## src/rtl/tphb_pkg.sv

```systemverilog
// tphb_pkg: shared types and constants of the TCP probe header builder.
// No dependencies; used by tcp_probe_header_builder and tphb_checker.
package tphb_pkg;

   // request word
   typedef struct packed {
      logic [31:0] source_address;
      logic [15:0] source_port;
      logic [31:0] dest_address;
      logic [15:0] dest_port;
      logic [1:0]  probe_kind;
   } probe_req_type;

   // response word
   typedef struct packed {
      logic [3:0]  word_index;
      logic [31:0] header_word;
      logic        last_word;
   } header_rsp_type;

   // per-request fields carried down the pipe
   typedef struct packed {
      logic [31:0] saddr;
      logic [31:0] daddr;
      logic [15:0] sport;
      logic [15:0] dport;
      logic [15:0] ident;
      logic [7:0]  ttl;
      logic [7:0]  flags;
      logic [15:0] window;
   } pipe_item_type;

   // configuration register indexes
   localparam logic [1:0] CsrIpIdent    = 2'd0;
   localparam logic [1:0] CsrTimeToLive = 2'd1;
   localparam logic [1:0] CsrWindowSize = 2'd2;

   localparam logic [15:0] IdentReset  = 16'd54321;
   localparam logic [7:0]  TtlReset    = 8'd64;
   localparam logic [15:0] WindowReset = 16'd512;

   // probe kinds
   localparam logic [1:0] KindSyn = 2'd1;
   localparam logic [1:0] KindFin = 2'd2;

   localparam logic [7:0] FlagSyn = 8'h02;
   localparam logic [7:0] FlagFin = 8'h01;

   // fixed header content
   localparam logic [31:0] IpWord0   = 32'h4500_0028; // ver 4, IHL 5, len 40
   localparam logic [7:0]  ProtoTcp  = 8'd6;
   localparam logic [15:0] TcpLength = 16'd20;
   localparam logic [7:0]  TcpOffset = 8'h50;       // data offset 5

   localparam int unsigned   HdrWords = 10;
   localparam logic [3:0]    LastIdx  = 4'(HdrWords - 1);

endpackage

```

## src/rtl/tcp_probe_header_builder.sv

```systemverilog
// tcp_probe_header_builder: builds a 40-byte IPv4 + TCP probe header, ten words.
// Depends on tphb_pkg.
//
//  channel | direction | handshake     | payload
//  req_    | in        | valid / stall | tphb_pkg::probe_req_type
//  rsp_    | out       | valid / stall | tphb_pkg::header_rsp_type
//  csr_    | in        | valid / ready | index (2b), wdata (16b)
//
// Cycles: each request yields ten response words, one per cycle when rsp_stall
// is low, so the output port sets the sustained request rate.
// Structure: 4 pipe stages (capture, raw sums, first fold, final fold) plus the
// serializer; the stages accept new requests while a header is still being sent.
// Reset: synchronous, clears all valids and loads the register defaults.
// Stalls: each stage holds while the one after is full and not moving; the
// serializer loads the next header in the cycle its last word is taken.
module tcp_probe_header_builder (
   input  logic                     clock,
   input  logic                     reset,
   // request channel
   input  logic                     req_valid,
   output logic                     req_stall,
   input  tphb_pkg::probe_req_type  req_data,
   // response channel
   output logic                     rsp_valid,
   input  logic                     rsp_stall,
   output tphb_pkg::header_rsp_type rsp_data,
   // register write port
   input  logic                     csr_valid,
   output logic                     csr_ready,
   input  logic [1:0]               csr_index,
   input  logic [15:0]              csr_wdata
);

   // ---------------- config registers ----------------
   logic [15:0] ident_ff, ident_in;
   logic [7:0]  ttl_ff, ttl_in;
   logic [15:0] window_ff, window_in;

   assign csr_ready = 1'b1;

   always_comb begin
      ident_in  = ident_ff;
      ttl_in    = ttl_ff;
      window_in = window_ff;
      if (csr_valid) begin
         unique case (csr_index)
            tphb_pkg::CsrIpIdent:    ident_in  = csr_wdata;
            tphb_pkg::CsrTimeToLive: ttl_in    = csr_wdata[7:0];
            tphb_pkg::CsrWindowSize: window_in = csr_wdata;
            default: ;  // unused index, ignored
         endcase
      end
   end

   always_ff @(posedge clock) begin
      if (reset) begin
         ident_ff  <= tphb_pkg::IdentReset;
         ttl_ff    <= tphb_pkg::TtlReset;
         window_ff <= tphb_pkg::WindowReset;
      end else begin
         ident_ff  <= ident_in;
         ttl_ff    <= ttl_in;
         window_ff <= window_in;
      end
   end

   // ---------------- pipe control ----------------
   logic s1_v_ff, s2_v_ff, s3_v_ff, s4_v_ff, out_v_ff;
   logic s1_take, s2_take, s3_take, s4_take;
   logic out_fire, out_done, out_load;
   logic [3:0] out_idx_ff, out_idx_in;

   assign out_fire = out_v_ff && !rsp_stall;
   assign out_done = out_fire && (out_idx_ff == tphb_pkg::LastIdx);
   assign out_load = !out_v_ff || out_done;   // serializer free this cycle

   // a stage takes a new word when empty or when its content moves on
   assign s4_take = !s4_v_ff || out_load;
   assign s3_take = !s3_v_ff || s4_take;
   assign s2_take = !s2_v_ff || s3_take;
   assign s1_take = !s1_v_ff || s2_take;

   assign req_stall = !s1_take;

   always_ff @(posedge clock) begin
      if (reset) begin
         s1_v_ff <= 1'b0;
         s2_v_ff <= 1'b0;
         s3_v_ff <= 1'b0;
         s4_v_ff <= 1'b0;
      end else begin
         if (s1_take) s1_v_ff <= req_valid;
         if (s2_take) s2_v_ff <= s1_v_ff;
         if (s3_take) s3_v_ff <= s2_v_ff;
         if (s4_take) s4_v_ff <= s3_v_ff;
      end
   end

   // ---------------- stage 1: capture + flag decode ----------------
   tphb_pkg::pipe_item_type s1_item_ff, s1_item_in;

   always_comb begin
      s1_item_in.saddr  = req_data.source_address;
      s1_item_in.daddr  = req_data.dest_address;
      s1_item_in.sport  = req_data.source_port;
      s1_item_in.dport  = req_data.dest_port;
      s1_item_in.ident  = ident_ff;
      s1_item_in.ttl    = ttl_ff;
      s1_item_in.window = window_ff;
      unique case (req_data.probe_kind)
         tphb_pkg::KindSyn: s1_item_in.flags = tphb_pkg::FlagSyn;
         tphb_pkg::KindFin: s1_item_in.flags = tphb_pkg::FlagFin;
         default:           s1_item_in.flags = 8'h00;  // none, and the unused code
      endcase
   end

   always_ff @(posedge clock) begin
      if (s1_take) s1_item_ff <= s1_item_in;
   end

   // ---------------- stage 2: raw 16-bit sums ----------------
   // Up to ten 16-bit terms each, so 20 bits never overflow.
   tphb_pkg::pipe_item_type s2_item_ff;
   logic [19:0] s2_ipsum_ff, s2_ipsum_in;
   logic [19:0] s2_tcpsum_ff, s2_tcpsum_in;
   logic [19:0] addr_sum;

   always_comb begin
      addr_sum = 20'(s1_item_ff.saddr[31:16]) + 20'(s1_item_ff.saddr[15:0])
               + 20'(s1_item_ff.daddr[31:16]) + 20'(s1_item_ff.daddr[15:0]);
      // IPv4 header, checksum field zero
      s2_ipsum_in = addr_sum
                  + 20'(tphb_pkg::IpWord0[31:16]) + 20'(tphb_pkg::IpWord0[15:0])
                  + 20'(s1_item_ff.ident)
                  + 20'({s1_item_ff.ttl, tphb_pkg::ProtoTcp});
      // pseudo-header + TCP header, checksum field zero
      s2_tcpsum_in = addr_sum
                   + 20'(tphb_pkg::ProtoTcp) + 20'(tphb_pkg::TcpLength)
                   + 20'(s1_item_ff.sport) + 20'(s1_item_ff.dport)
                   + 20'({tphb_pkg::TcpOffset, s1_item_ff.flags})
                   + 20'(s1_item_ff.window);
   end

   always_ff @(posedge clock) begin
      if (s2_take) begin
         s2_item_ff   <= s1_item_ff;
         s2_ipsum_ff  <= s2_ipsum_in;
         s2_tcpsum_ff <= s2_tcpsum_in;
      end
   end

   // ---------------- stage 3: first end-around fold ----------------
   tphb_pkg::pipe_item_type s3_item_ff;
   logic [16:0] s3_ipfold_ff, s3_ipfold_in;
   logic [16:0] s3_tcpfold_ff, s3_tcpfold_in;

   assign s3_ipfold_in  = 17'(s2_ipsum_ff[19:16]) + 17'(s2_ipsum_ff[15:0]);
   assign s3_tcpfold_in = 17'(s2_tcpsum_ff[19:16]) + 17'(s2_tcpsum_ff[15:0]);

   always_ff @(posedge clock) begin
      if (s3_take) begin
         s3_item_ff    <= s2_item_ff;
         s3_ipfold_ff  <= s3_ipfold_in;
         s3_tcpfold_ff <= s3_tcpfold_in;
      end
   end

   // ---------------- stage 4: second fold + complement ----------------
   tphb_pkg::pipe_item_type s4_item_ff;
   logic [15:0] s4_ipck_ff, s4_ipck_in;
   logic [15:0] s4_tcpck_ff, s4_tcpck_in;

   assign s4_ipck_in  = ~(s3_ipfold_ff[15:0] + 16'(s3_ipfold_ff[16]));
   assign s4_tcpck_in = ~(s3_tcpfold_ff[15:0] + 16'(s3_tcpfold_ff[16]));

   always_ff @(posedge clock) begin
      if (s4_take) begin
         s4_item_ff  <= s3_item_ff;
         s4_ipck_ff  <= s4_ipck_in;
         s4_tcpck_ff <= s4_tcpck_in;
      end
   end

   // ---------------- serializer / output register ----------------
   tphb_pkg::pipe_item_type hold_item_ff;
   logic [15:0] hold_ipck_ff, hold_tcpck_ff;
   logic [31:0] out_word_ff, out_word_in;
   logic        out_v_in;

   function automatic logic [31:0] header_word_at(
      input logic [3:0]              idx,
      input tphb_pkg::pipe_item_type it,
      input logic [15:0]             ipck,
      input logic [15:0]             tcpck
   );
      logic [31:0] w;
      unique case (idx)
         4'd0:    w = tphb_pkg::IpWord0;
         4'd1:    w = {it.ident, 16'h0000};
         4'd2:    w = {it.ttl, tphb_pkg::ProtoTcp, ipck};
         4'd3:    w = it.saddr;
         4'd4:    w = it.daddr;
         4'd5:    w = {it.sport, it.dport};
         4'd8:    w = {tphb_pkg::TcpOffset, it.flags, it.window};
         4'd9:    w = {tcpck, 16'h0000};
         default: w = 32'h0000_0000;  // seq, ack
      endcase
      return w;
   endfunction

   always_comb begin
      out_v_in    = out_v_ff;
      out_idx_in  = out_idx_ff;
      out_word_in = out_word_ff;
      if (out_load) begin
         out_v_in    = s4_v_ff;
         out_idx_in  = 4'd0;
         out_word_in = header_word_at(4'd0, s4_item_ff, s4_ipck_ff, s4_tcpck_ff);
      end else if (out_fire) begin
         out_idx_in  = out_idx_ff + 4'd1;
         out_word_in = header_word_at(out_idx_ff + 4'd1, hold_item_ff,
                                      hold_ipck_ff, hold_tcpck_ff);
      end
   end

   always_ff @(posedge clock) begin
      if (reset) begin
         out_v_ff <= 1'b0;
      end else begin
         out_v_ff <= out_v_in;
      end
   end

   always_ff @(posedge clock) begin
      out_idx_ff  <= out_idx_in;
      out_word_ff <= out_word_in;
      if (out_load) begin
         hold_item_ff  <= s4_item_ff;
         hold_ipck_ff  <= s4_ipck_ff;
         hold_tcpck_ff <= s4_tcpck_ff;
      end
   end

   assign rsp_valid            = out_v_ff;
   assign rsp_data.word_index  = out_idx_ff;
   assign rsp_data.header_word = out_word_ff;
   assign rsp_data.last_word   = (out_idx_ff == tphb_pkg::LastIdx);

endmodule

```

## config.mk

```make
export PLATFORM = sky130hd
export DESIGN_NAME = tcp_probe_header_builder
export DESIGN_NICKNAME = d
export VERILOG_FILES = /design/src/rtl/tphb_pkg.sv /design/src/rtl/tcp_probe_header_builder.sv
export SDC_FILE = /design/constraint.sdc
export NUM_CORES = 1
export LEC_CHECK = 0
export BUFFER_PORTS_ARGS = -buffer_cell sky130_fd_sc_hd__buf_2
export CAP_MARGIN = 25
export CORE_MARGIN = 2
export CORE_UTILIZATION = 35
export DETAILED_ROUTE_END_ITERATION = 10
export SYNTH_ARGS = -nofsm -noshare
export SYNTH_HDL_FRONTEND = slang
export SYNTH_SLANG_ARGS = --single-unit
```

## constraint.sdc

```tcl
create_clock -name clock -period 16.7 [get_ports clock]
set_input_delay 0.835 -clock clock [delete_from_list [all_inputs] [get_ports clock]]
set_output_delay 0.835 -clock clock [all_outputs]
set_load 0.02 [all_outputs]
```

==> metrics, run 1 <==
status=complete, no violations; Synthesized Nets=around 2400; CTS Hold Buffers Added=0; largest net degree at the start of global routing=between 100 and 150; Tcrit/Tclk final=between 30% and 40%; Synth Area in Compound Gates=about 5.6%; clk root buf=clkbuf_16; xor and xnor area share after synthesis=between 2 and 3%; count leader, synth=edfxtp_1; Worst Max-Slew Pin Slew=~1.0 ns; PortBufs=between 150 and 200; number of CTS-inserted buffers=a little under 90; Final Hold Viols=0; synthesized-area fraction occupied by adder cells=8.420%; Leak=roughly 16 nW; Post-synth EDFFs=roughly 830; Initial Util=a little over a third; Max transition margin=between 30% and 40%; HPWL after DPL=between 50000 and 60000 um; Max Root-Sink Buffers=3; Reg clk slew, reported paths=about 0.07 ns; DR DRC count=0; Worst-Skew Late Latency=approximately 0.66 ns; Mapped Area=0.03480 mm2; Main synth FF type=edfxtp_1; Pins Over Slew Limit=0; Final GP Congestion=between 0.8 and 0.9; synthesized flop and latch total=908; RSZ-0062 raised after global routing=no; CP endpoint kind=flip-flop; routed length per instance=just over 20 um; CP bufs+invs=4; pwr dens=about 160 mW/mm2; Ys Warns=0; H-Tree Depth=3; Setup Skew=~0.028 ns; async set or reset register ratio after synthesis=0%; Synth top cells by count=edfxtp_1, inv_1, nand2_1, ha_1, a21oi_1; register area share after synthesis=76.02%; Design Power=6.635 mW; top cells by area, synth=edfxtp_1, dfxtp_1, fa_1; initial antenna violation count=18; minimum clock period=6.128 ns; critical path class=reg2reg; Layout Nets=between 2000 and 3000; syn avg cell area=roughly 17 um2; Via Count=about 17000; synth unique cells=68; CP Data Required Time=between 15 and 20 ns; peak supply drop=between 80 and 90 uV; top-area cell type share of the netlist area=~71%; Worst path most repeated cell=fa_1; Tightest Hold Check Type=in2reg; share of layout cells above drive strength 1=14.69%; remaining antenna violation count=0; Ports=roughly 160; CP max stage delay=approximately 0.52 ns; Area Growth Syn to Fin=15.73%; Post-CTS Setup Repair Bufs=0; Vert. Die Dim=around 320 um; crit-path leading delay family=adder cells; iteration count of the initial detailed-routing pass=9; TritonCTS clock tree=yes; cell taking the most area after synthesis=edfxtp_1; gr ovfl total=0; worst-path fanout max=3; simple-gate share of the synthesized area=between 4 and 5%; DRT iter0 DRCs=between 1000 and 1500; largest family of logic cells by synthesized area=adder cells; hold_ws=between 0.3 and 0.4 ns; worst endpoint data arrival time=about 6.5 ns; Fmax achieved=roughly 160 MHz; critical path's slowest cell=fa_1; setup violators final=0; core area=between 0.09 and 0.1 mm2; total die area=between 0.1 and 0.15 mm2; FP Rows=between 100 and 150; GR Util All Layers=between 10% and 20%; DIE WIDTH=~320 um; Vias/cell=4.775; post_cts resized=0; critical path launch point type=flip-flop; multiplexer share of the synthesized area=less than 1%; final WL=roughly 75000 um; Syn Inst Count=~2000; CTS sink cnt=908; first-pass GRT wire length=about 110000 um; vias in the first global route=about 18000; Final TNS setup=0 ns; Max-Cap Viols=0
[routing by layer]
layer	routed length [um]	vias up	track usage [%]
met5	150	-	0
met4	1671	26	4.675
met1	31510	8702	18.80
met2	37730	473	25.55
li1	-	8011	-
met3	4173	130	2.801
[per-stage QoR]
stage	area, um2	util (%)	cells	worst slack, ns
after floorplan	34800	-	2044	9.900
after global placement	37190	37.78	3462	10.72
after detailed placement	37210	37.81	3463	10.57
after CTS	40210	40.86	3626	10.56
after global routing	40270	40.91	3629	10.05
final	40270	40.92	3632	10.57
[final timing paths]
kind	to	slack [ns]	start	depth (start not counted)
worst max register to register	s2_tcpsum_ff[18]$_DFFE_PP_	10.57	s1_item_ff[97]$_DFFE_PN_	25
worst max-delay path	s2_tcpsum_ff[18]$_DFFE_PP_	10.57	s1_item_ff[97]$_DFFE_PN_	25
worst min register to register	hold_ipck_ff[4]$_DFFE_PP_	0.39	s4_ipck_ff[4]$_DFFE_PP_	0
worst min-delay path	s1_item_ff[136]$_DFFE_PN_	0.35	req_data[90]	1
[kinds of logic (layout without fill, tap and decap cells)]
kind of cell	after synthesis	after routing
xor gates and xnor gates	100	100
DFF	908	908
adders and majority gates	188	188
buffers and inverters	246	543
muxes	10	10
AOI/OAI and AO/OA	285	285
and+or+nand+nor	306	306
other	1	5
[report_power, final]
group	internal, mW	total [mW]	switching [mW]	leakage (nW)
clock network	1.18	2.03	0.853	1.46
registers	2.87	3.02	0.143	9.58
logic	0.674	1.59	0.915	4.87
[sequential cells by signal (all words and copies together), names as in the netlist, 17 cells and up]
name / cells
s2_ipsum_ff: 19
out_word_ff: 32
hold_item_ff: 138
s3_ipfold_ff: 17
s2_item_ff: 138
s3_tcpfold_ff: 17
s2_tcpsum_ff: 20
s3_item_ff: 138
s4_item_ff: 138
s1_item_ff: 138
[placed cells by master (no fill, tap or decap), drive strengths merged, types with 5 or more instances in the layout]
cell type / count
clkinv: 36
nand3: 31
a22oi: 34
nand3b: 14
buf: 177
inv: 210
nor3: 9
a21o: 33
nand2: 118
a211oi: 7
nor2: 48
nand2b: 12
fa: 77
clkbuf: 103
ha: 111
dfxtp: 81
nor2b: 16
xor2: 36
a31oi: 9
edfxtp: 827
bufinv: 10
a21oi: 96
o21a: 7
mux2i: 8
o21ai: 29
a222oi: 30
clkinvlp: 7
xnor2: 64
and3: 22
nand4: 7
and2: 9
a221o: 5
nor3b: 6
[final cells by class]
| type | count | area, um2 |
|---|---|---|
| fillers | 8880 | 58140 |
| flip-flops and latches | 908 | 26460 |
| well taps | 1287 | 1610 |
| multi-input cells | 890 | 7441 |
| diodes | 4 | 10.01 |
| clock inverters | 60 | 641.9 |
| inverters | 203 | 772.0 |
| repair buffers | 177 | 991.0 |
| clock buffers | 103 | 2354 |
No activity file was read; power rests on OpenSTA's default activity.
==> run 2, diff against run 1 <==
- clock period: 16.7 -> 5.25 ns (I/O delays scaled with it)
==> run 2 against run 1 <==
- the run now ends with setup timing left
- routed wire length up 4.1%
- power rose to 3.6 times the previous value
- sequential cell count unchanged
- sequential power rose to 3.2 times the previous value
- maximum frequency up 11%
- hold slack worse by 0.29 ns
- cell area up 7.0%
- first-iteration DRC count down 11%
- sequential share of layout area down 4.3 points
==> metrics, run 2 (synthesis gave the netlist of run 1 again) <==
Worst Max-Slew Pin Slew=1.015 ns (-0.03435 ns); FP Rows=115 (unchanged); failing checks=setup timing; Reg clk slew, reported paths=0.07 ns (about the same); Tcrit/Tclk final=105.4% (+69 points); setup violators final=14 (+14); Final WS setup=-0.2827 ns (-10.85 ns); minimum clock period=5.533 ns (-0.5958 ns); CP Data Required Time=5.65 ns (-11.45 ns); Final TNS setup=-2.424 ns (-2.424 ns); Max transition margin=32.33% (+2.3 points); Area Growth Syn to Fin=23.78%; Max-Cap Viols=0 (unchanged); clk root buf=clkbuf_16; share of layout cells above drive strength 1=21.41% (+6.7 points); TritonCTS clock tree=yes; Worst-Skew Late Latency=0.65 ns (about the same); status=finished, violations left; number of CTS-inserted buffers=88 (+1.1%); commonest non-fill, non-tap cell in the layout=edfxtp_1; Setup Skew=0.02850 ns (+0.0008220 ns); Pins Over Slew Limit=0 (unchanged); first-pass GRT wire length=116900 um (+3.3%); vias in the first global route=18760 (+3.5%); hold_ws=0.06243 ns (-0.2919 ns); Leak=17.03 nW (+7.0%); DR DRC count=0 (unchanged); largest net degree at the start of global routing=116 (+13%); Fmax achieved=180.7 MHz (+11%); Vert. Die Dim=319.3 um (unchanged); Layout Nets=2796 (+8.5%); PortBufs=159 (unchanged); H-Tree Depth=3 (unchanged); CP endpoint kind=flip-flop; gr ovfl total=0 (unchanged); Initial Util=35.36% (unchanged); Via Count=18230 (+5.1%); Final GP Congestion=0.8442 (-1.2%); remaining antenna violation count=0 (unchanged); critical path class=reg2reg; RSZ-0062 raised after global routing=yes; CTS sink cnt=908 (unchanged); critical path launch point type=flip-flop; dpl ws=-0.5960 ns (-11.17 ns); iteration count of the initial detailed-routing pass=7 (-2); HPWL after DPL=54710 um (+2.6%); final core utilization=43.77% (+2.8 points); core area=0.09842 mm2 (unchanged); final WL=78290 um (+4.1%); most frequent cells in the layout=edfxtp_1, inv_1, buf_2; Tightest Hold Check Type=in2reg; Max Root-Sink Buffers=3 (unchanged); Ports=161 (unchanged); pwr dens=557.7 mW/mm2 (+240%); Vias/cell=4.733 (-0.88%); peak supply drop=377.8 uV (+330%); worst endpoint data arrival time=5.94 ns (-0.59 ns); total die area=0.1020 mm2 (unchanged); GR Util All Layers=15.32% (+0.51 points); routed length per instance=20.32 um (-1.9%); worst-path fanout max=4 (+1); initial antenna violation count=11 (-7); fillers=8637 (-2.7%); DRT iter0 DRCs=1304 (-11%); Final Hold Viols=0 (unchanged); DIE WIDTH=319.3 um (unchanged)
run 2: cell count changes in the layout (fill, tap and decap cells not counted), sizes merged:
cell	before	now
dlygate4sd3	0	113
bufinv	10	12
diode	4	5
clkinv	36	31
buf	177	282
clkbuf	103	110
clkinvlp	7	6
inv	210	208
run 2: final timing paths:
kind	start	endpoint	slack [ns]	depth (start not counted)
setup / recovery	s1_item_ff[101]$_DFFE_PN_	s2_tcpsum_ff[17]$_DFFE_PP_	-0.28	22
setup reg to reg	s1_item_ff[101]$_DFFE_PN_	s2_tcpsum_ff[17]$_DFFE_PP_	-0.28	22
hold reg to reg	s4_ipck_ff[12]$_DFFE_PP_	hold_ipck_ff[12]$_DFFE_PP_	0.41	0
hold / removal	req_data[1]	s1_item_ff[16]$_SDFFCE_PN0N_	0.06	3
run 2: power by group:
group | switching, mW | total (mW) | internal (mW)
Sequential | 0.466 | 9.61 | 9.14
Clock | 2.68 | 6.56 | 3.87
Combinational | 3.90 | 7.86 | 3.96
Total | 7.05 | 24.0 | 17.0
run 2: through the flow:
step | cell area (um2) | cells | power (mW)
finish | 43080 | 3852 | 24.03
global route | 43080 | 3852 | 25.25
CTS | 42800 | 3840 | 23.65
detailed placement | 38070 | 3553 | 15.89
global placement | 38050 | 3552 | 15.68
floorplan | 34910 | 2044 | 13.39
run 2: area by class of cell:
cell class	instances	area, um2	area share [%]
clock buffers	109	2406	5.585
well taps	1287	1610	3.738
inverters	203	770.7	1.789
diodes	5	12.51	0.02905
clock inverters	54	640.6	1.487
multi-input cells	890	8184	19.00
flip-flops and latches	908	26460	61.41
repair buffers	396	2998	6.959
run 2: worst max-delay path, stage by stage, from the launching register on:
cell and delay, ns:
edfxtp_1 0.39, inv_1 0.09, fa_1 0.44, fa_1 0.53
inv_1 0.06, ha_1 0.31, buf_4 0.15, a21oi_1 0.26
o221ai_1 0.28, o21ai_0 0.23, nand2b_1 0.09, xnor2_1 0.18
fa_1 0.60, inv_1 0.06, ha_1 0.30, ha_1 0.31
nand2_1 0.12, nor2_4 0.14, nand3_2 0.11, o2111ai_4 0.22
nor2_1 0.07, o21ba_2 0.22, xnor2_1 0.13
run 2: repair_timing:
item                                   CTS  global route
endpoints found under the hold margin  137             0
gates resized for setup                 92            43
setup buffers                           14             9
setup endpoints to repair               20            20
hold buffers                           113             0
pin swaps                               72            48
gates cloned                             0             0
run 2: per-layer routing:
layer / vias up / part of all wire, % / GRT usage, %
li1: 8438 / - / -
met1: 9182 / 43 / 19.93
met2: 477 / 50 / 26.45
met3: 125 / 5.0 / 2.394
met4: 8 / 2.2 / 4.444
met5: - / 0.061 / 0
